==> src/m2i_pkg.sv <==
// Shared types and constants of the 2x2 matrix inverse.
package m2i_pkg;

  localparam int FRAC_BITS_DEF = 24;
  localparam int ELEM_W        = 32;
  localparam int DET_W         = 64;
  localparam int THR_W         = 62;
  localparam int QW            = 33;
  localparam int LANES         = 4;
  localparam logic [THR_W-1:0] THR_RESET = 62'd281474977;

  typedef struct packed {
    logic [DET_W-1:0]  r;
    logic [QW-1:0]     q;
    logic              ovf;
    logic [ELEM_W-1:0] mag;
    logic              neg;
  } lane_t;

  typedef struct packed {
    logic                   valid;
    logic                   sing;
    logic [DET_W-1:0]       dmag;
    logic                   dneg;
    lane_t [LANES-1:0]      lane;
  } chain_t;

endpackage

==> src/m2i_round.sv <==
// Round to nearest, clip and sign the four quotients.
module m2i_round
  import m2i_pkg::*;
(
  input  logic                     clk,
  input  logic                     rst,
  input  chain_t                   tail,
  output logic                     done,
  output logic signed [ELEM_W-1:0] inv [LANES],
  output logic                     singular,
  output logic                     saturated
);

  logic              va, sing_a;
  logic [QW:0]       qr [LANES];
  logic [LANES-1:0]  ovf_a, neg_a;
  logic [ELEM_W:0]   lim [LANES];
  logic [LANES-1:0]  big;
  logic [ELEM_W-1:0] mval [LANES];

  always_ff @(posedge clk) begin
    if (rst) va <= 1'b0;
    else     va <= tail.valid;
    sing_a <= tail.sing;
    for (int i = 0; i < LANES; i++) begin
      qr[i]    <= {1'b0, tail.lane[i].q} +
                  (QW+1)'({tail.lane[i].r, 1'b0} >= {1'b0, tail.dmag});
      ovf_a[i] <= tail.lane[i].ovf;
      neg_a[i] <= tail.lane[i].neg ^ tail.dneg;
    end
  end

  always_comb begin
    for (int i = 0; i < LANES; i++) begin
      lim[i]  = neg_a[i] ? {2'b01, {(ELEM_W-1){1'b0}}} : {2'b00, {(ELEM_W-1){1'b1}}};
      big[i]  = ovf_a[i] || (qr[i] > (QW+1)'(lim[i]));
      mval[i] = big[i] ? lim[i][ELEM_W-1:0] : qr[i][ELEM_W-1:0];
    end
  end

  always_ff @(posedge clk) begin
    if (rst) done <= 1'b0;
    else     done <= va;
    singular  <= sing_a;
    saturated <= !sing_a && (|big);
    for (int i = 0; i < LANES; i++)
      inv[i] <= sing_a ? '0 : (neg_a[i] ? ELEM_W'(-mval[i]) : mval[i]);
  end

endmodule

==> config.mk <==
export PLATFORM = sky130hd
export DESIGN_NAME = m2i_round
export DESIGN_NICKNAME = d
export VERILOG_FILES = /design/src/m2i_pkg.sv /design/src/m2i_round.sv
export SDC_FILE = /design/constraint.sdc
export NUM_CORES = 1
export LEC_CHECK = 0
export BUFFER_PORTS_ARGS = -buffer_cell sky130_fd_sc_hd__buf_2
export CAP_MARGIN = 20
export CELL_PAD_IN_SITES_DETAIL_PLACEMENT = 1
export CELL_PAD_IN_SITES_GLOBAL_PLACEMENT = 1
export CORE_AREA = 2 2 278 280
export DETAILED_ROUTE_END_ITERATION = 10
export DIE_AREA = 0 0 280 282
export GPL_ROUTABILITY_DRIVEN = 0
export PLACE_DENSITY = 0.76
export RECOVER_POWER = 100
export SLEW_MARGIN = 5
export SYNTH_ARGS = -nofsm -noshare
export SYNTH_HDL_FRONTEND = slang
export SYNTH_SLANG_ARGS = --single-unit
export TNS_END_PERCENT = 20
==> constraint.sdc <==
create_clock -name clk -period 5.2 [get_ports clk]
set_input_delay 0.26 -clock clk [delete_from_list [all_inputs] [get_ports clk]]
set_output_delay 0.26 -clock clk [all_outputs]
set_load 0.03 [all_outputs]
== After elaboration in Yosys (flattened, before gate mapping) ==
Memory sizes are Yosys's and may differ from the RTL's.
Cells that the tools add are included.
Operators by class
  order comparisons: 8
  $add $sub $neg: 8
  bitwise gates (word level): 4
  multiplexer cells: 12
  reduce and logical (&&, ||, !) cells: 7
Operators by type and width (count)
  two-way mux 32 bit: 12
  greater-or-equal comparator 65 x 64 -> 1 bit: 4
  adder 33 x 1 -> 34 bit: 4
  > comparator 34 x 32 -> 1 bit: 4
  negation 32 bit: 4
  logical OR 1 bit: 4
  OR reduction 4 bit: 1
  XOR 1 bit: 4
  logical AND 1 bit: 1
  logical NOT 1 bit: 1
Word-level totals
  logic and storage cells: 51
  bits of input ports: 593
  memories kept: 1
  output and inout bits: 131
  register bits: 141
  bits in writable memories: 136
Memories
  qr: depth 4, bits a word 34, rd ports 4, clocked after Yosys merged registers in 0, write ports 4, line m2i_round.sv:15  | logic [QW:0] qr [LANES];

== Depth between registers and ports, before layout ==
Gate-level depths: netlist of the first run.
  depth in word-level cells: 6
  gate-level depth with buffers: 22

== Worst setup path after synthesis of the first run ==
No wires, ideal clock.
  path type: reg-to-reg
  start: register neg_a[2]
  end: register inv[52] (netlist bit)
  data arrival time: 5.170 ns
  stages on the path, launching flop included: 21
  required time: 5.140 ns
  clock period less this slack: 5.230 ns
  setup slack: -0.030 ns
  path buffers: 7
  cell sequence: dfxtp_1 -> inv_1 -> clkbuf_1 -> clkbuf_1 -> clkbuf_1 -> ha_1 -> nand4_1 -> nor4_1 -> o211ai_1 -> nand3_1 -> o32a_1 -> clkbuf_1 -> clkbuf_1 -> o21ai_0 -> ha_1 -> clkbuf_1 -> and2_1 -> clkbuf_1 -> and3_1 -> nor4_1 -> o311a_1
On the way
  word-level cells in the longest chain between the ends: 6
Ends and longest elaborated chain
  from (decl): line m2i_round.sv:16  | logic [LANES-1:0] ovf_a, neg_a;
  from (signal, indexed assignment): line m2i_round.sv:29  | neg_a[i] <= tail.lane[i].neg ^ tail.dneg;
  two-way mux 32 bit: line m2i_round.sv:35  | lim[i] = neg_a[i] ? {2'b01, {(ELEM_W-1){1'b0}}} : {2'b00, {(ELEM_W-1){1'b1}}};
  > comparator 34 x 32 -> 1 bit: line m2i_round.sv:36  | big[i] = ovf_a[i] || (qr[i] > (QW+1)'(lim[i]));
  logical OR 1 bit: line m2i_round.sv:36
  two-way mux 32 bit: line m2i_round.sv:37  | mval[i] = big[i] ? lim[i][ELEM_W-1:0] : qr[i][ELEM_W-1:0];
  negation 32 bit: line m2i_round.sv:47  | inv[i] <= sing_a ? '0 : (neg_a[i] ? ELEM_W'(-mval[i]) : mval[i]);
  two-way mux 32 bit *: line m2i_round.sv:47
  to (signal, indexed assignment): line m2i_round.sv:47
  to (decl): line m2i_round.sv:9  | output logic signed [ELEM_W-1:0] inv [LANES],
Mark *: on every way between the ends. The rest lies on a longest branch, timed or not.
A chain may end at the register's enable or synchronous reset.

==> results.md, run 1 <==
- Relative slew slack: -43.7%
- Slowest Stage Delay on Critical Path: 0.56 ns
- Chip width: 280 um
- Synth Register Bits: 277
- Clk buf depth: 3
- Highest-count cells in the layout ignoring fill and taps: 460 x buf_2, 392 x ha_1, 274 x dfxtp_1
- Crit Reg-Reg Endpoint: inv[94]
- Via count: 23580
- Reg power frac: 35.0%
- Routed WL: 101000 um
- Post-synth EDFFs: 0
- Vias/cell: 5.38
- Syn Area/Cell: 8.31 um^2
- Crit path DAT: 5.41 ns
- Synth Flop Type: dfxtp_1
- Max H-tree Level: 1
- Slew Viols, Final: 47
- Total gr overflow: 0
- Row count: 101
- Largest net degree at the start of global routing: 61
- Crit Path Max Fanout: 4
- Total core area: 75700 um^2
- Fmax: 204 MHz
- Num ports: 724
- Seq/Total Area, Yosys: 26.0%
- Root buf cell: clkbuf_16
- Fin crit share: 94.0%
- Final Hold Fails: 0
- Routed wire per std cell: 23.0 um
- Gate power share: 30.9%
- Die area: 79000 um^2
- Final setup viols: 0
- Ys Warns: 0
- Mapped Nets: 3554
- Initial DRC count: 1312
- Hold Path Class: input port to flip-flop
- Clk sinks: 277
- Critical path class: input port to flip-flop
- Post-synth ARST share: 0%
- Switching power: 2500 uW
- Netlist cell types: 72
- Number of global-route vias before repair: 24412
- First-pass GRT wire length: 147000 um
- Outcome: finished, violations left
- Final HPWL DP: 80600 um
- Power Internal: 4630 uW
- Crit path required time: 5.72 ns
- Post-Layout Cell Count: 4386
- Clock transition at the registers of the reported paths: 0.07 ns
- Starting Density: 28.2%
- R2R cell count: 16
- Initial antenna violation count: 38
- Gr usage total: 24.4%
- Failing checks: capacitance limit, slew limit
- Syn Inst Count: 2569
- Mapped cell area: 21300 um^2
- Setup crit start kind: input port
- Power Density: 250 nW/um^2
- Final routed DRC violation total: 0
- Cell chain of the critical path: buf_2 > inv_1 > ha_1 > a21o_1 > a21o_1 > a2111oi_0 > o21ai_0 > a31o_2 > a221oi_1 > o221ai_1 > a21o_1 > ha_1 > ha_1 > and2_1 > and4_1 > and4_1 > nor2b_2 > nor2b_2 > nand3_1 > xnor2_1 > dlygate4sd3_1
- Synth-to-Final Area Change: 33.6%
- Flop-to-flop setup slack: 0.40 ns
- Final antenna-violating net count: 0
- Commonest non-fill, non-tap cell in the layout: buf_2
- Share of layout cells above drive strength 1: 17.9%
- Slew @ Worst Pin: 2.16 ns
- Worst skew pair latency: 0.58 ns
- Crit path max-delay cell type: dlygate4sd3_1
- Part of the power in the clock network: 34.1%
- Cells after DPL: 4110
- Crit path from: tail[551]
- Port Buffers: 595
- Postcts setup bufs: 0
- Worst r2r src: neg_a[1]
- Lkg Pwr: 0.0126 uW
- RSZ-0062 raised after global routing: false
- DRT Pass-1 Iters: 5
- Max VDD drop: 179 uV
- Die span in y: 282 um
- CTS Buf Count: 30
- Worst Setup EP: qr[1][30]
- Worst Skew: 0.0185 ns
- Crit. End Element: flip-flop
- Hold_sp: tail[524]
- CTS tree: yes
- Nets: 4338
- Sw Share: 35.1%
- Max Cap Viol: 1
- Post-route minimum period: 4.89 ns
- Final setup TNS: 0 ns
-- cell usage after synthesis, types with 13 or more instances --
master	number	area, um^2
a211oi_1	25	188
a21o_1	55	413
a21oi_1	194	971
a31oi_1	13	81.3
and3_1	35	219
and4_1	21	184
clkbuf_1	75	282
dfxtp_1	277	5550
ha_1	392	4900
inv_1	90	338
mux2_2	13	146
mux2i_1	26	260
nand2_1	186	698
nand2b_1	18	113
nand3_1	92	460
nand4_1	90	563
nor2_1	235	882
nor2b_1	28	175
nor3_1	105	526
nor4_1	33	206
o211ai_1	14	105
o21a_1	18	135
o21ai_0	154	771
o32ai_1	29	254
or2_2	16	100
or3_1	28	175
or4_1	16	120
xnor2_1	103	902
xor2_1	39	342
-- per-stage QoR --
| stage | power, uW | setup slack [ns] | area, um^2 | util (%) | hold WS, ns |
|---|---|---|---|---|---|
| 5_1_grt | 7510 | 0.0638 | 28500 | 37.6 | 0.0292 |
| 3_3_place_gp | 4560 | 0.301 | 25700 | 33.9 | 0.366 |
| 2_1_floorplan | 3730 | 0.00127 | 21300 | - | 0.288 |
| 6_report | 7130 | 0.309 | 28500 | 37.7 | 0.0308 |
| 3_5_place_dp | 4630 | 0.228 | 25700 | 33.9 | 0.364 |
| 4_1_cts | 7200 | 0.274 | 28700 | 37.9 | 0.00208 |
-- power groups by stage --
stage	Sequential, uW	Clock [uW]	Combinational [uW]
detailed placement	2540	0	2090
floorplan	2710	0	1020
global route	2520	2560	2430
global placement	2530	0	2030
CTS	2490	2490	2220
finish	2500	2430	2200
-- worst max-delay path: cells and delay by family --
kind,cells,cell delay (ns)
xor+xnor,1,0.12
simple gates,6,1.26
compound gates,8,2.23
buf+inv,3,0.74
fa+ha+maj,3,0.77
-- how the worst min path moves through the flow --
stage / slack (ns) / endpoint / cells after the start
after floorplan: 0.29 / ovf_a[0] / 0
after global placement: 0.37 / sing_a / 1
after detailed placement: 0.36 / sing_a / 1
after CTS: 0.002 / neg_a[0] / 2
after global routing: 0.03 / neg_a[0] / 2
final: 0.03 / neg_a[0] / 2
-- sequential cells by signal (all words and copies together) (netlist names) --
register   flops
qr           136
inv          128
neg_a          4
ovf_a          4
done           1
saturated      1
sing_a         1
singular       1
va             1
-- cells by family after synthesis --
group / after synthesis / share of synthesized area (%)
simple gates: 951 / 22.6
compound gates: 595 / 17.6
fa+ha+maj: 392 / 23.0
flops: 277 / 26.0
buf+inv: 173 / 3.05
xor+xnor: 142 / 5.83
mux: 39 / 1.91
-- routing by layer --
layer,vias up,wire length (um),GRT usage [%]
met5,-,82,0
met4,14,6190,13.1
met3,231,6460,4.71
met2,836,50900,45.5
met1,11338,37400,25.8
li1,11161,-,-
-- layout make-up --
| type | instances | area [um^2] |
|---|---|---|
| clock buffer | 35 | 800 |
| multi-input combinational | 2119 | 15200 |
| tap | 978 | 1220 |
| sequential | 277 | 5550 |
| antenna | 31 | 77.6 |
| fill | 9243 | 47200 |
| inverter | 90 | 338 |
| clock inverter | 21 | 330 |
| timing repair buffer | 835 | 5050 |
-- what timing repair did --
item	CTS	global route
resized for setup	0	3
setup endpoints to repair	0	2
hold endpoints to repair	147	0
hold buffers	188	0
Power figures use the tool's default switching activity.
==> inputs of run 2 (changes only) <==
--- a/config.mk
+++ b/config.mk
@@ -6,7 +6,7 @@
 export NUM_CORES = 1
 export LEC_CHECK = 0
 export BUFFER_PORTS_ARGS = -buffer_cell sky130_fd_sc_hd__buf_2
-export CAP_MARGIN = 20
+export CAP_MARGIN = 5
 export CELL_PAD_IN_SITES_DETAIL_PLACEMENT = 1
 export CELL_PAD_IN_SITES_GLOBAL_PLACEMENT = 1
 export CORE_AREA = 2 2 278 280
==> constraint.sdc (replaced) <==
create_clock -name clk -period 5.2 [get_ports clk]
set_input_delay 0.52 -clock clk [delete_from_list [all_inputs] [get_ports clk]]
set_output_delay 0.52 -clock clk [all_outputs]
set_load 0.03 [all_outputs]
==> run 2 against run 1 <==
The flow still finishes with violations (capacitance limit, slew limit); maximum frequency is 1.5% lower; clock skew grew 0.0037 ns; flip-flop and latch count unchanged; cell count is 3.7% lower; critical path depth decreased by 1; worst hold slack improved by 0.015 ns; power is 7.7% lower; die area did not move; via count fell by 3.5%; global-route usage fell by 1.4 points; critical endpoint is now qr[0][32].
==> results.md, run 2 (synthesized netlist as in run 1, its figures left out) <==
- Routed wire per std cell: 22.7 um
- Number of global-route vias before repair: 22913
- Power Density: 247 nW/um^2
- Failing checks: capacitance limit, slew limit
- Util after Layout: 35.1%
- Final Power: 6580 uW
- Most flops, register: qr
- Vias/cell: 5.38
- Relative slew slack: -43.9%
- RSZ-0062 raised after global routing: false
- Clk buf depth: 3
- Slew @ Worst Pin: 2.16 ns
- Max reg flops: 136
- Clock transition at the registers of the reported paths: 0.07 ns
- Die area: 79000 um^2
- Cells after DPL: 4136
- Setup crit start kind: input port
- Worst skew pair latency: 0.57 ns
- Largest net degree at the start of global routing: 61
- Chip width: 280 um
- Lkg Pwr: 0.0118 uW
- Fmax: 201 MHz
- Synth-to-Final Area Change: 24.6%
- Post-Layout Cell Count: 4224
- Share of layout cells above drive strength 1: 19.2%
- Highest-count cells in the layout ignoring fill and taps: 461 x buf_2, 392 x ha_1, 275 x dfxtp_1
- Slew Viols, Final: 56
- Max Cap Viol: 2
- Hold buffer count at CTS: 0
- CTS Buf Count: 28
- Final HPWL DP: 80900 um
- Root buf cell: clkbuf_16
- Max H-tree Level: 1
- Max VDD drop: 186 uV
- Crit path DAT: 5.42 ns
- CTS tree: yes
- Clk sinks: 277
- Crit Path Max Fanout: 5
- Outcome: finished, violations left
- First-pass GRT wire length: 138000 um
- Final antenna-violating net count: 0
- Hold Path Class: input port to flip-flop
- Final setup TNS: 0 ns
- Port Buffers: 595
- Total gr overflow: 0
- Initial antenna violation count: 58
- Gr usage total: 23.0%
- Routed WL: 95700 um
- Final routed DRC violation total: 0
- Fin crit share: 95.5%
- Crit path required time: 5.66 ns
- Total core area: 75700 um^2
- Via count: 22746
- Final setup viols: 0
- DRT Pass-1 Iters: 5
- Starting Density: 28.2%
- Num ports: 724
- Worst Skew: 0.0221 ns
- Regs by FF count: qr (136), inv (128)
- Nets: 4173
- Postcts setup bufs: 0
- Final Hold Fails: 0
- Row count: 101
- Initial DRC count: 1120
- Crit. End Element: flip-flop
- Post-CTS sizing: 0
- Commonest non-fill, non-tap cell in the layout: buf_2
- Die span in y: 282 um
- Post-route minimum period: 4.97 ns
- Critical path class: input port to flip-flop
run 2: changes by cell type in the layout (fill, tap and decap cells not counted), sizes merged:
| cell | change |
|---|---|
| dlygate4sd3 | -188 |
| buf | +19 |
| clkbuf | +7 |
| bufinv | -6 |
| diode | +5 |
| clkinv | +2 |
| inv | -1 |
run 2: per-stage QoR:
step	setup slack [ns]	hold slack, ns	cell area, um^2
2_1_floorplan	0.00127	0.384	21300
3_3_place_gp	0.224	0.438	25900
3_5_place_dp	0.115	0.446	25900
4_1_cts	0.460	0.00495	26800
5_1_grt	0.105	0.0255	26600
6_report	0.234	0.0455	26600
run 2: area by class of cell:
| cell class | count | area, um^2 |
|---|---|---|
| repair buffers | 672 | 3330 |
| multi-input cells | 2119 | 15200 |
| inverters | 90 | 338 |
| clock buffers | 36 | 772 |
| fillers | 9336 | 49100 |
| well taps | 978 | 1220 |
| diodes | 36 | 90.1 |
| flip-flops and latches | 277 | 5550 |
| clock inverters | 16 | 136 |
run 2: final timing paths:
path	start	end	cells after the start	slack (ns)
worst min-delay path	tail[589]	sing_a	1	0.05
worst max register to register	neg_a[1]	inv[94]	16	0.44
worst max-delay path	tail[544]	qr[0][32]	20	0.23
worst min register to register	va	done	1	0.45
run 2: layer usage:
| layer | up-vias | part of all wire (%) | global-route usage, % |
|---|---|---|---|
| met1 | 10914 | 37 | 24.4 |
| met4 | 26 | 6.1 | 12.7 |
| met2 | 719 | 50 | 42.0 |
| met5 | - | 0.17 | 0 |
| li1 | 10858 | - | - |
| met3 | 229 | 6.7 | 5.19 |
run 2: report_power, final:
part	total [uW]	switching (uW)	internal (uW)	leakage, uW
Clock	2010	902	1110	0.000439
Sequential	2490	177	2310	0.00233
Combinational	2080	1310	769	0.00904
Total	6580	2390	4190	0.0118
run 2: worst max-delay path: stages:
cell	delay [ns]
buf_2	0.10
inv_1	0.31
clkbuf_1	0.36
ha_1	0.19
nand4_1	0.27
nor3_1	0.37
o2111ai_1	0.17
o21ai_0	0.33
o2111ai_1	0.17
a21oi_1	0.28
clkbuf_1	0.31
ha_1	0.31
ha_1	0.31
nand2_1	0.12
nor2_1	0.12
clkbuf_1	0.27
nand3_1	0.14
or2_2	0.35
nor2_1	0.14
xor2_1	0.26
