### src/m2i_pkg.sv
// Shared types and constants of the 2x2 matrix inverse.
package m2i_pkg;

  localparam int FRAC_BITS_DEF = 24;
  localparam int ELEM_W        = 32;
  localparam int DET_W         = 64;
  localparam int THR_W         = 62;
  localparam int QW            = 33;
  localparam int LANES         = 4;
  localparam logic [THR_W-1:0] THR_RESET = 62'd281474977;

  typedef struct packed {
    logic [DET_W-1:0]  r;
    logic [QW-1:0]     q;
    logic              ovf;
    logic [ELEM_W-1:0] mag;
    logic              neg;
  } lane_t;

  typedef struct packed {
    logic                   valid;
    logic                   sing;
    logic [DET_W-1:0]       dmag;
    logic                   dneg;
    lane_t [LANES-1:0]      lane;
  } chain_t;

endpackage

### src/m2i_div_cell.sv
// One restoring-division step for all four lanes.
module m2i_div_cell
  import m2i_pkg::*;
(
  input  logic   clk,
  input  logic   rst,
  input  chain_t din,
  output chain_t dout
);

  chain_t nxt;
  logic [DET_W:0] r2 [LANES];

  always_comb begin
    nxt = din;
    // drop the beat while in reset
    nxt.valid = din.valid && !rst;
    for (int i = 0; i < LANES; i++) begin
      r2[i] = {din.lane[i].r, din.lane[i].mag[ELEM_W-1]};
      nxt.lane[i].mag = {din.lane[i].mag[ELEM_W-2:0], 1'b0};
      nxt.lane[i].ovf = din.lane[i].ovf | din.lane[i].q[QW-1];
      if (r2[i] >= {1'b0, din.dmag}) begin
        nxt.lane[i].r = DET_W'(r2[i] - {1'b0, din.dmag});
        nxt.lane[i].q = {din.lane[i].q[QW-2:0], 1'b1};
      end else begin
        nxt.lane[i].r = r2[i][DET_W-1:0];
        nxt.lane[i].q = {din.lane[i].q[QW-2:0], 1'b0};
      end
    end
  end

  always_ff @(posedge clk) begin
    dout <= nxt;
  end

endmodule

### config.mk
export PLATFORM = sky130hd
export DESIGN_NAME = m2i_div_cell
export DESIGN_NICKNAME = d
export VERILOG_FILES = /design/src/m2i_pkg.sv /design/src/m2i_div_cell.sv
export SDC_FILE = /design/constraint.sdc
export NUM_CORES = 1
export LEC_CHECK = 0
export BUFFER_PORTS_ARGS = -buffer_cell sky130_fd_sc_hd__buf_2
export CAP_MARGIN = 5
export CORE_AREA = 5 5 462 464
export DETAILED_ROUTE_END_ITERATION = 7
export DIE_AREA = 0 0 467 469
export GPL_TIMING_DRIVEN = 0
export PLACE_DENSITY = 0.32
export SLEW_MARGIN = 10
export SYNTH_ARGS = -nofsm -noshare
export SYNTH_HDL_FRONTEND = slang
export SYNTH_SLANG_ARGS = --single-unit
### constraint.sdc
create_clock -name clk -period 11.52 [get_ports clk]
set_input_delay 2.88 -clock clk [delete_from_list [all_inputs] [get_ports clk]]
set_output_delay 2.88 -clock clk [all_outputs]
set_load 0.005 [all_outputs]
## Yosys cells after proc, flatten, opt, wreduce, memory -nomap -nowiden

Index checks and enable logic that the tools add are counted.

- Memories kept: 0
- Latch bits: 0
- Output and inout bits: 591
- Word-level logic and storage cells: 42
- Bits in registers: 587
- Bits in read-only memories: 0
- Bits in writable memories: 0
- Input port bits: 593

- Reductions and logical operators: 2
- Equality and inequality tests: 0
- Order comparisons: 4
- $mul: 0
- Div/mod/pow operators: 0
- Add/subtract/negate cells: 4
- Bitwise gates (word level): 4
- Mux-type cells: 4
- Shift-type cells: 0

Operators by type and width:

| cell | number |
|---|---|
| $mux W97 | 4 |
| $ge A65 B64 Y1 | 4 |
| $sub A64 B64 Y64 | 4 |
| $or A1 B1 Y1 | 4 |
| $logic_and A1 B1 Y1 | 1 |
| $logic_not A1 Y1 | 1 |

## Longest topological paths before layout

Gate-level depths: netlist (run 1).

- Depth after elaboration: 2
- Mapped depth: 17
- Gate-level depth less buffers: 14

## Least setup slack after synthesis (run 1)

No wires, ideal clock.

- Path type: input port to flip-flop
- From: input din[532] (netlist bit)
- To: register dout[366] (netlist bit)
- Slack: 5530 ps
- Stages on the path: 14
- Library setup time: 123 ps
- Required time: 11397 ps
- Buffers on the path: 1
- Data arrival time: 5867 ps
- Cell sequence: inv_1 ha_1 nand3_1 or3b_1 a31o_1 a31oi_4 a21oi_2 o311a_1 o21ba_2 nor4b_4 o32ai_2 buf_2 inv_1 mux2_1

RTL lines:

| element | line | source |
|---|---|---|
| from (decl) | m2i_div_cell.sv:7 | `input chain_t din,` |
| to (signal assigned) | m2i_div_cell.sv:33 | `dout <= nxt;` |
| to (decl) | m2i_div_cell.sv:8 | `output chain_t dout` |

==> results of run 1 <==
## stage by stage
stage / setup slack [ns] / cells / power [mW] / hold WS (ns) / area [µm²]
2_1_floorplan: 5.53 / 3465 / 3.32 / 2.91 / 30000
3_3_place_gp: 0.996 / 7449 / 4.42 / 2.98 / 39400
3_5_place_dp: 1.00 / 7453 / 4.41 / 2.98 / 39500
4_1_cts: 1.83 / 7602 / 7.31 / 2.14 / 42400
5_1_grt: 1.79 / 7612 / 7.51 / 2.16 / 42500
6_report: 2.34 / 7658 / 7.13 / 2.24 / 42600
## cell usage after synthesis (all sizes together) (8+ instances only)
cell | n | area, µm²
a211oi | 14 | 105
a21boi | 10 | 75.1
a21o | 167 | 1250
a21oi | 315 | 1580
a221oi | 12 | 105
a31oi | 44 | 290
and2 | 15 | 93.8
and3 | 33 | 206
buf | 33 | 171
clkbuf | 133 | 499
dfxtp | 587 | 11800
ha | 256 | 3200
inv | 147 | 552
mux2 | 68 | 766
nand2 | 401 | 1510
nand2b | 27 | 169
nand3 | 49 | 245
nand4 | 84 | 526
nor2 | 170 | 638
nor2b | 34 | 213
nor3 | 44 | 220
nor4 | 15 | 93.8
o211ai | 22 | 165
o21a | 22 | 165
o21ai | 327 | 1640
o21bai | 63 | 473
o31ai | 21 | 158
o41ai | 8 | 92.6
or2 | 10 | 62.6
xnor2 | 132 | 1160
xor2 | 100 | 876
## path summary, 6_finish.rpt
kind                     to  slack (ns)
hold / removal     dout[42]        2.24
setup / recovery  dout[129]        2.34
## area by class of cell
| type | count | share of cell area, % |
|---|---|---|
| diodes | 56 | 0.329 |
| plain buffers | 166 | 1.58 |
| clock buffers | 110 | 5.49 |
| clock inverters | 39 | 1.46 |
| inverters | 147 | 1.30 |
| multi-input cells | 2565 | 40.1 |
| flip-flops and latches | 587 | 27.6 |
| well taps | 2805 | 8.24 |
| repair buffers | 1183 | 13.9 |
## power groups by stage
| stage | Sequential [mW] | Combinational [mW] | Clock, mW |
|---|---|---|---|
| 2_1_floorplan | 2.44 | 0.887 | 0 |
| 3_3_place_gp | 2.43 | 1.98 | 0 |
| 3_5_place_dp | 2.43 | 1.97 | 0 |
| 4_1_cts | 2.39 | 1.99 | 2.93 |
| 5_1_grt | 2.41 | 2.10 | 3.00 |
| 6_report | 2.39 | 1.94 | 2.81 |
## cells by family (layout without fill, tap and decap cells)
group / count (synthesis) / after routing
mux: 73 / 73
other cells: 1 / 60
compound gates: 1085 / 1085
buf+inv: 313 / 1645
simple gates: 911 / 911
flops: 587 / 587
fa+ha+maj: 260 / 260
xor+xnor: 232 / 232
## routing by layer
metal / vias to the layer above / track usage (%) / wire length (µm)
li1: 14900 / - / -
met1: 15000 / 21.7 / 85300
met2: 1277 / 37.9 / 121000
met3: 332 / 5.77 / 17100
met4: 78 / 6.58 / 8500
met5: - / 0 / 527
==> results.txt, run 1 <==
Post-Synth XOR/XNOR Area: 6.78%
Final Wtd Congestion: 0.858
main combinational cell family by area after synthesis: compound AO/OA/AOI/OAI gates
Antenna Nets Post-Route: 0
CP Launch Type: input pin
wire length per cell: 30.4 µm
register area: 11800 µm²
Core Area: 209000 µm²
total negative slack: 0 ns
Die ar.: 219000 µm²
Data required, critical path: 12.12 ns
FMAX: 0.109 GHz
WP depth: 16
Clk pwr share: 39.4%
CTS tree: built
Max-cap violations: 0
sequential area share after synthesis: 39.2%
Synth Flop Type: dfxtp_1
EDFF count, synth: 0
CTS-repair resized insts: 0
Overflow after GRT: 0
crit end category: flip-flop
post-synthesis cell count: 3462
Least-Margin Pin Slew: 1.22 ns
crit path cell chain: buf_2 > inv_1 > ha_1 > nand2_1 > nor2_1 > a21boi_0 > o21ai_0 > a21oi_1 > o21ai_0 > a21oi_1 > a311oi_1 > clkbuf_1 > clkbuf_1 > clkbuf_1 > nand2_1 > o21ai_0
htree depth: 3
Hold Vio Cnt, Final: 0
WP buf/inv: 5
final net count: 5584
first-pass GRT wire length: 297000 µm
switching share of power: 34.6%
Distinct cells, synth: 79
Synth Area per Inst: 8.66 µm²
area of the multi-input gates: 17000 µm²
worst relative slew slack: 18.1%
postcts setup bufs: 0
Top Registers: dout: 587 flops
hold buffers post-CTS: 0
Die W: 467 µm
hpwl dp: 206000 µm
pwr dens: 168 nW/µm²
final setup violation count: 0
Largest Register: dout
maximum fanout along the worst path: 11
Die H: 469 µm
Rows: 168
initial core utilization: 14.4%
Yosys reg bits: 587
compound-cell area share of the yosys netlist: 22.2%
Int Pwr: 4.66 mW
switching power: 2.47 mW
Post-Route WL: 233000 µm
worst min-delay path class: in -> reg
Netlist Area Pre-Place: 30000 µm²
port bufs: 1179
vias: 31600
Worst EP arrival: 9.78 ns
fin util: 20.4%
hold_sp: din[41]
Slew Viols, Final: 0
I/O Pins: 1184
most common cell after layout, fill and taps aside: buf_2
most frequent cells in the layout: 1205 x buf_2, 587 x dfxtp_1, 401 x nand2_1
clk sinks: 587
number of flip-flops under the largest register name: 587
Filler cells: 23700
drt pass-1 iters: 7
combinational share of power: 27.1%
Leakage: 19.5 nW
VDD IR max: 0.000117 V
largest net degree at the start of global routing: 14
post-layout minimum cycle time: 9.18 ns
fraction of layout cells with a size suffix above 1: 30.2%
multiplexer area fraction after synthesis: 2.72%
RSZ-0062 raised after global routing: false
crit path from: din[531]
initial antenna violation count: 145
area grow syn2layout: 41.9%
Synth Area in Simple Gates: 14.1%
Top Family by Delay on Critical Path: compound AO/OA/AOI/OAI gates
Post-Synth Adder-Cell Area: 10.9%
CP max stage delay: 0.86 ns
outcome: complete, no violations
vias per cell: 4.13
initial DRC count: 2181
CP Class: in -> reg
Root Buffer: clkbuf_16
vias in the first global route: 31500
synth warn: 0
Hold Path Stages: 1
clock buffer depth: 3
Num CTS Buffers: 81
Worst path slowest cell: clkbuf_1
DRC Markers: 0
Flop pwr share: 33.5%
final period utilization: 79.7%
Synth async-reset ratio: 0%
clock slew at reported path FFs: 0.06 ns
gr usage total: 20.2%
(Power assumes the default switching activity.)
==> run 2, diff against run 1 <==
clock period = 8.5 ns   (was 11.52 ns; I/O delays follow)
==> results.txt, run 2 (same netlist as run 1, synthesis figures left out) <==
outcome: complete, no violations
gr usage total: 20.2% (unchanged)
hold buffers post-CTS: 0 (unchanged)
initial core utilization: 14.4% (unchanged)
worst min-delay path class: in -> reg
Rows: 168 (unchanged)
first-pass GRT wire length: 297000 µm (unchanged)
crit end category: flip-flop
area grow syn2layout: 41.9% (about the same)
number of flip-flops under the largest register name: 587 (unchanged)
worst relative slew slack: 17.3% (-0.81 points)
DRC Markers: 0 (unchanged)
Final Wtd Congestion: 0.858 (unchanged)
clk sinks: 587 (unchanged)
Least-Margin Pin Slew: 1.23 ns (+0.0121 ns)
Int Pwr: 6.32 mW (+36%)
fin util: 20.4% (about the same)
wire length per cell: 30.4 µm (about the same)
most frequent cells in the layout: 1205 x buf_2, 587 x dfxtp_1, 401 x nand2_1
vias in the first global route: 31500 (unchanged)
hold_sp: din[41]
VDD IR max: 0.000158 V (+36%)
Area after DPL: 39500 µm² (unchanged)
CP Launch Type: input pin
Die H: 469 µm (unchanged)
Die W: 467 µm (unchanged)
Leakage: 19.6 nW (about the same)
hpwl dp: 206000 µm (unchanged)
clock buffer depth: 3 (unchanged)
Hold Vio Cnt, Final: 0 (unchanged)
crit path from: din[531]
CTS tree: built
RSZ-0062 raised after global routing: false
maximum fanout along the worst path: 10 (-1)
Max-cap violations: 0 (unchanged)
Slew Viols, Final: 0 (unchanged)
CTS-repair resized insts: 3 (+3)
post-route design area: 42600 µm² (about the same)
drt pass-1 iters: 5 (-2)
largest net degree at the start of global routing: 14 (unchanged)
Die ar.: 219000 µm² (unchanged)
vias: 31600 (+0.070%)
Overflow after GRT: 0 (unchanged)
combinational share of power: 27.1% (about the same)
final net count: 5584 (unchanged)
port bufs: 1179 (unchanged)
clock slew at reported path FFs: 0.06 ns (about the same)
htree depth: 3 (unchanged)
postcts setup bufs: 0 (unchanged)
Top Registers: dout: 587 flops
Post-Route WL: 233000 µm (about the same)
Antenna Nets Post-Route: 0 (unchanged)
GR Layer Usage met1: 21.7% (unchanged)
Worst EP arrival: 8.58 ns (-1.20 ns)
GR Layer Usage met2: 37.9% (unchanged)
FMAX: 0.125 GHz
initial antenna violation count: 145 (unchanged)
initial DRC count: 2165 (-0.73%)
Largest Register: dout
pwr dens: 227 nW/µm² (+36%)
final setup violation count: 0 (unchanged)
GRT met3 Usage: 5.77% (unchanged)
switching share of power: 34.6% (about the same)
final period utilization: 94.0%
I/O Pins: 1184 (unchanged)
Root Buffer: clkbuf_16
Clk pwr share: 39.4% (about the same)
fraction of layout cells with a size suffix above 1: 30.2% (+0.042 points)
grt peak-use layer: met2
switching power: 3.35 mW (+36%)
most common cell after layout, fill and taps aside: buf_2
post-layout minimum cycle time: 7.99 ns
Num CTS Buffers: 81 (unchanged)
Core Area: 209000 µm² (unchanged)
Data required, critical path: 9.10 ns (-3.02 ns)
vias per cell: 4.13 (about the same)
CP Class: in -> reg
Flop pwr share: 33.5% (about the same)
-- run 2: cell counts in the layout (fill, tap and decap cells not counted) --
No cell type changed its count.
-- run 2: path summary, 6_finish.rpt --
path / to / slack [ns] / depth (start not counted)
min: dout[42] / 1.48 / 1
max: dout[69] / 0.51 / 16
-- run 2: final cells by class --
class | count | area, µm²
Sequential cell | 587 | 11800
Tap cell | 2805 | 3510
Antenna cell | 56 | 140
Fill cell | 23700 | 166000
Clock inverter | 39 | 621
Clock buffer | 110 | 2340
Buffer | 166 | 673
Inverter | 147 | 552
Multi-Input combinational cell | 2565 | 17000
Timing Repair Buffer | 1183 | 5940
-- run 2: worst max-delay path, cell delays in order --
cell	delay, ns
buf_2	0.10
inv_1	0.39
ha_1	0.51
nand2_1	0.17
nor2_1	0.20
a21boi_1	0.27
o21ai_0	0.65
a21oi_1	0.24
o21ai_0	0.62
a21oi_1	0.33
a311oi_1	0.63
clkbuf_1	0.76
clkbuf_2	0.54
clkbuf_1	0.71
nand2_1	0.10
o21ai_0	0.18
-- run 2: stage by stage --
stage               setup TNS [ns]  worst slack, ns  std cells  hold WS, ns  power (mW)
floorplan                        0             3.27       3465         2.15        4.51
global placement           -102.87            -1.27       7449         2.23        5.99
detailed placement          -53.97            -1.26       7453         2.23        5.97
CTS                              0            0.173       7602         1.38        9.91
global route                     0            0.171       7612         1.41        10.2
finish                           0            0.514       7658         1.48        9.66
-- run 2: power by group through the flow --
| stage | Combinational (mW) | Clock [mW] | Sequential (mW) |
|---|---|---|---|
| finish | 2.62 | 3.80 | 3.24 |
| global route | 2.85 | 4.06 | 3.27 |
| floorplan | 1.20 | 0 | 3.30 |
| detailed placement | 2.68 | 0 | 3.30 |
| CTS | 2.69 | 3.98 | 3.25 |
| global placement | 2.69 | 0 | 3.30 |
-- run 2: routing by layer --
metal | routed length, µm | vias up | part of all wire [%]
met3 | 17100 | 332 | 7.4
met2 | 121000 | 1283 | 52
li1 | - | 14900 | -
met5 | 527 | - | 0.23
met4 | 8500 | 78 | 3.7
met1 | 85300 | 15000 | 37
==> run 3, diff against run 2 <==
CELL_PAD_IN_SITES_DETAIL_PLACEMENT = 1   (was default)
CELL_PAD_IN_SITES_GLOBAL_PLACEMENT = 1   (was default)
CORE_AREA = 5 5 456 458   (was 5 5 462 464)
DIE_AREA = 0 0 461 463   (was 0 0 467 469)
PLACE_DENSITY = 0.4   (was 0.32)
REMOVE_ABC_BUFFERS = 1   (was default)
SKIP_CTS_REPAIR_TIMING = 1   (was default)
==> results.txt, run 3 (same netlist as run 1, synthesis figures left out) <==
Flop pwr share: 33.4% (about the same)
Rows: 166 (-1.2%)
Filler cells: 24200 (+2.0%)
combinational share of power: 27.3% (+0.2 points)
clock slew at reported path FFs: 0.06 ns (about the same)
first-pass GRT wire length: 297000 µm (about the same)
Largest Register: dout
Core Area: 204000 µm² (-2.5%)
Root Buffer: clkbuf_16
CP Capture Point: dout[481]
Worst EP arrival: 8.19 ns (-0.39 ns)
area of the multi-input gates: 17100 µm² (+0.34%)
Num CTS Buffers: 85 (+4.9%)
Clk pwr share: 39.3% (about the same)
outcome: complete, no violations
largest net degree at the start of global routing: 37 (+23)
post-layout minimum cycle time: 7.65 ns (-0.334 ns)
total negative slack: 0 ns (unchanged)
VDD IR max: 0.000140 V (-11%)
Die H: 463 µm (-1.3%)
maximum fanout along the worst path: 32 (+22)
initial DRC count: 1547 (-29%)
gr usage total: 20.5% (+0.28 points)
htree depth: 3 (unchanged)
FMAX: 0.131 GHz (+4.4%)
Post-Route WL: 229000 µm (-1.7%)
Overflow after GRT: 0 (unchanged)
clk sinks: 587 (unchanged)
final period utilization: 90.0% (-3.9 points)
I/O Pins: 1184 (unchanged)
Die W: 461 µm (-1.3%)
CP Launch Type: input pin
Final Worst Setup Slack: 0.848 ns (+0.334 ns)
CP Class: in -> reg
wire length per cell: 30.9 µm (+1.8%)
Int Pwr: 6.33 mW (+0.18%)
vias: 31100 (-1.8%)
Top Registers: dout: 587 flops
switching power: 3.34 mW (-0.36%)
Finished Layout Cells: 7399 (-3.4%)
crit path from: din[526]
Hold Vio Cnt, Final: 0 (unchanged)
Setup Slack @ Placement: -0.0579 ns (+1.21 ns)
worst min-delay path class: in -> reg
Data required, critical path: 9.04 ns (-0.06 ns)
area grow syn2layout: 40.5%
switching share of power: 34.5% (-0.12 points)
fin util: 20.7% (+0.31 points)
CTS tree: built
placed cell count: 7195 (-3.5%)
Max-cap violations: 0 (unchanged)
Slew Viols, Final: 0 (unchanged)
initial core utilization: 14.7% (+0.37 points)
drt pass-1 iters: 5 (unchanged)
Final Wtd Congestion: 0.861 (+0.34%)
fraction of layout cells with a size suffix above 1: 31.1% (+0.86 points)
clock buffer depth: 3 (unchanged)
pwr dens: 229 nW/µm² (+1.0%)
initial antenna violation count: 135 (-6.9%)
number of flip-flops under the largest register name: 587 (unchanged)
Leakage: 19.5 nW (-0.52%)
final setup violation count: 0 (unchanged)
DRC Markers: 0 (unchanged)
vias in the first global route: 32300 (+2.4%)
Least-Margin Pin Slew: 1.24 ns (+0.00527 ns)
register area: 11800 µm² (unchanged)
hpwl dp: 203000 µm (-1.5%)
final net count: 5447 (-2.5%)
most common cell after layout, fill and taps aside: buf_2
Hold WS: 1.49 ns (+0.00861 ns)
worst relative slew slack: 16.6% (-0.73 points)
vias per cell: 4.20 (+1.7%)
most frequent cells in the layout: 1180 x buf_2, 587 x dfxtp_1, 401 x nand2_1
crit end category: flip-flop
RSZ-0062 raised after global routing: false
Antenna Nets Post-Route: 0 (unchanged)
Die ar.: 213000 µm² (-2.5%)
port bufs: 1179 (unchanged)
run 3: area by class of cell:
| class | instances | share of cell area [%] |
|---|---|---|
| clock buffers | 114 | 5.71 |
| repair buffers | 1208 | 15.0 |
| well taps | 2688 | 7.98 |
| inverters | 147 | 1.31 |
| multi-input cells | 2565 | 40.6 |
| clock inverters | 37 | 1.21 |
| diodes | 53 | 0.315 |
| flip-flops and latches | 587 | 27.9 |
run 3: stage by stage:
step           power, mW  instance area, µm²
6_report            9.66               42100
3_5_place_dp        5.99               39100
4_1_cts             9.92               42000
3_3_place_gp        5.99               38600
2_1_floorplan       4.50               29300
5_1_grt             10.2               42100
run 3: how the worst min path moves through the flow:
stage                  start        end  slack (ns)  depth (start not counted)
finish              din[455]  dout[456]        1.49                          1
global placement    din[305]  dout[306]        2.23                          1
global route        din[455]  dout[456]        1.42                          1
detailed placement  din[305]  dout[306]        2.23                          1
floorplan             din[0]    dout[0]        2.15                          0
CTS                  din[48]   dout[49]        1.40                          1
run 3: power by group through the flow:
stage / Combinational [mW] / Sequential, mW / Clock (mW)
2_1_floorplan: 1.20 / 3.31 / 0
3_3_place_gp: 2.69 / 3.29 / 0
3_5_place_dp: 2.70 / 3.29 / 0
4_1_cts: 2.72 / 3.24 / 3.96
5_1_grt: 2.86 / 3.26 / 4.06
6_report: 2.64 / 3.23 / 3.79
run 3: worst max-delay path: stages:
cell and delay, ns:
buf_2 0.27, inv_1 0.21, ha_1 0.34, nand2b_1 0.08, a21oi_1 0.29, o31ai_1 0.28, o21ai_0 0.85, a31oi_1 0.52
o41ai_2 0.84, a41oi_1 0.54, o21ai_1 0.60, a21oi_4 0.20, buf_12 0.20, buf_12 0.17, o21ai_0 0.58
run 3: layer usage:
layer  wire length, µm  global-route usage (%)
met5               516                       0
met4             12500                    9.67
met3             16200                    6.08
met2            117000                    37.6
met1             82900                    21.3
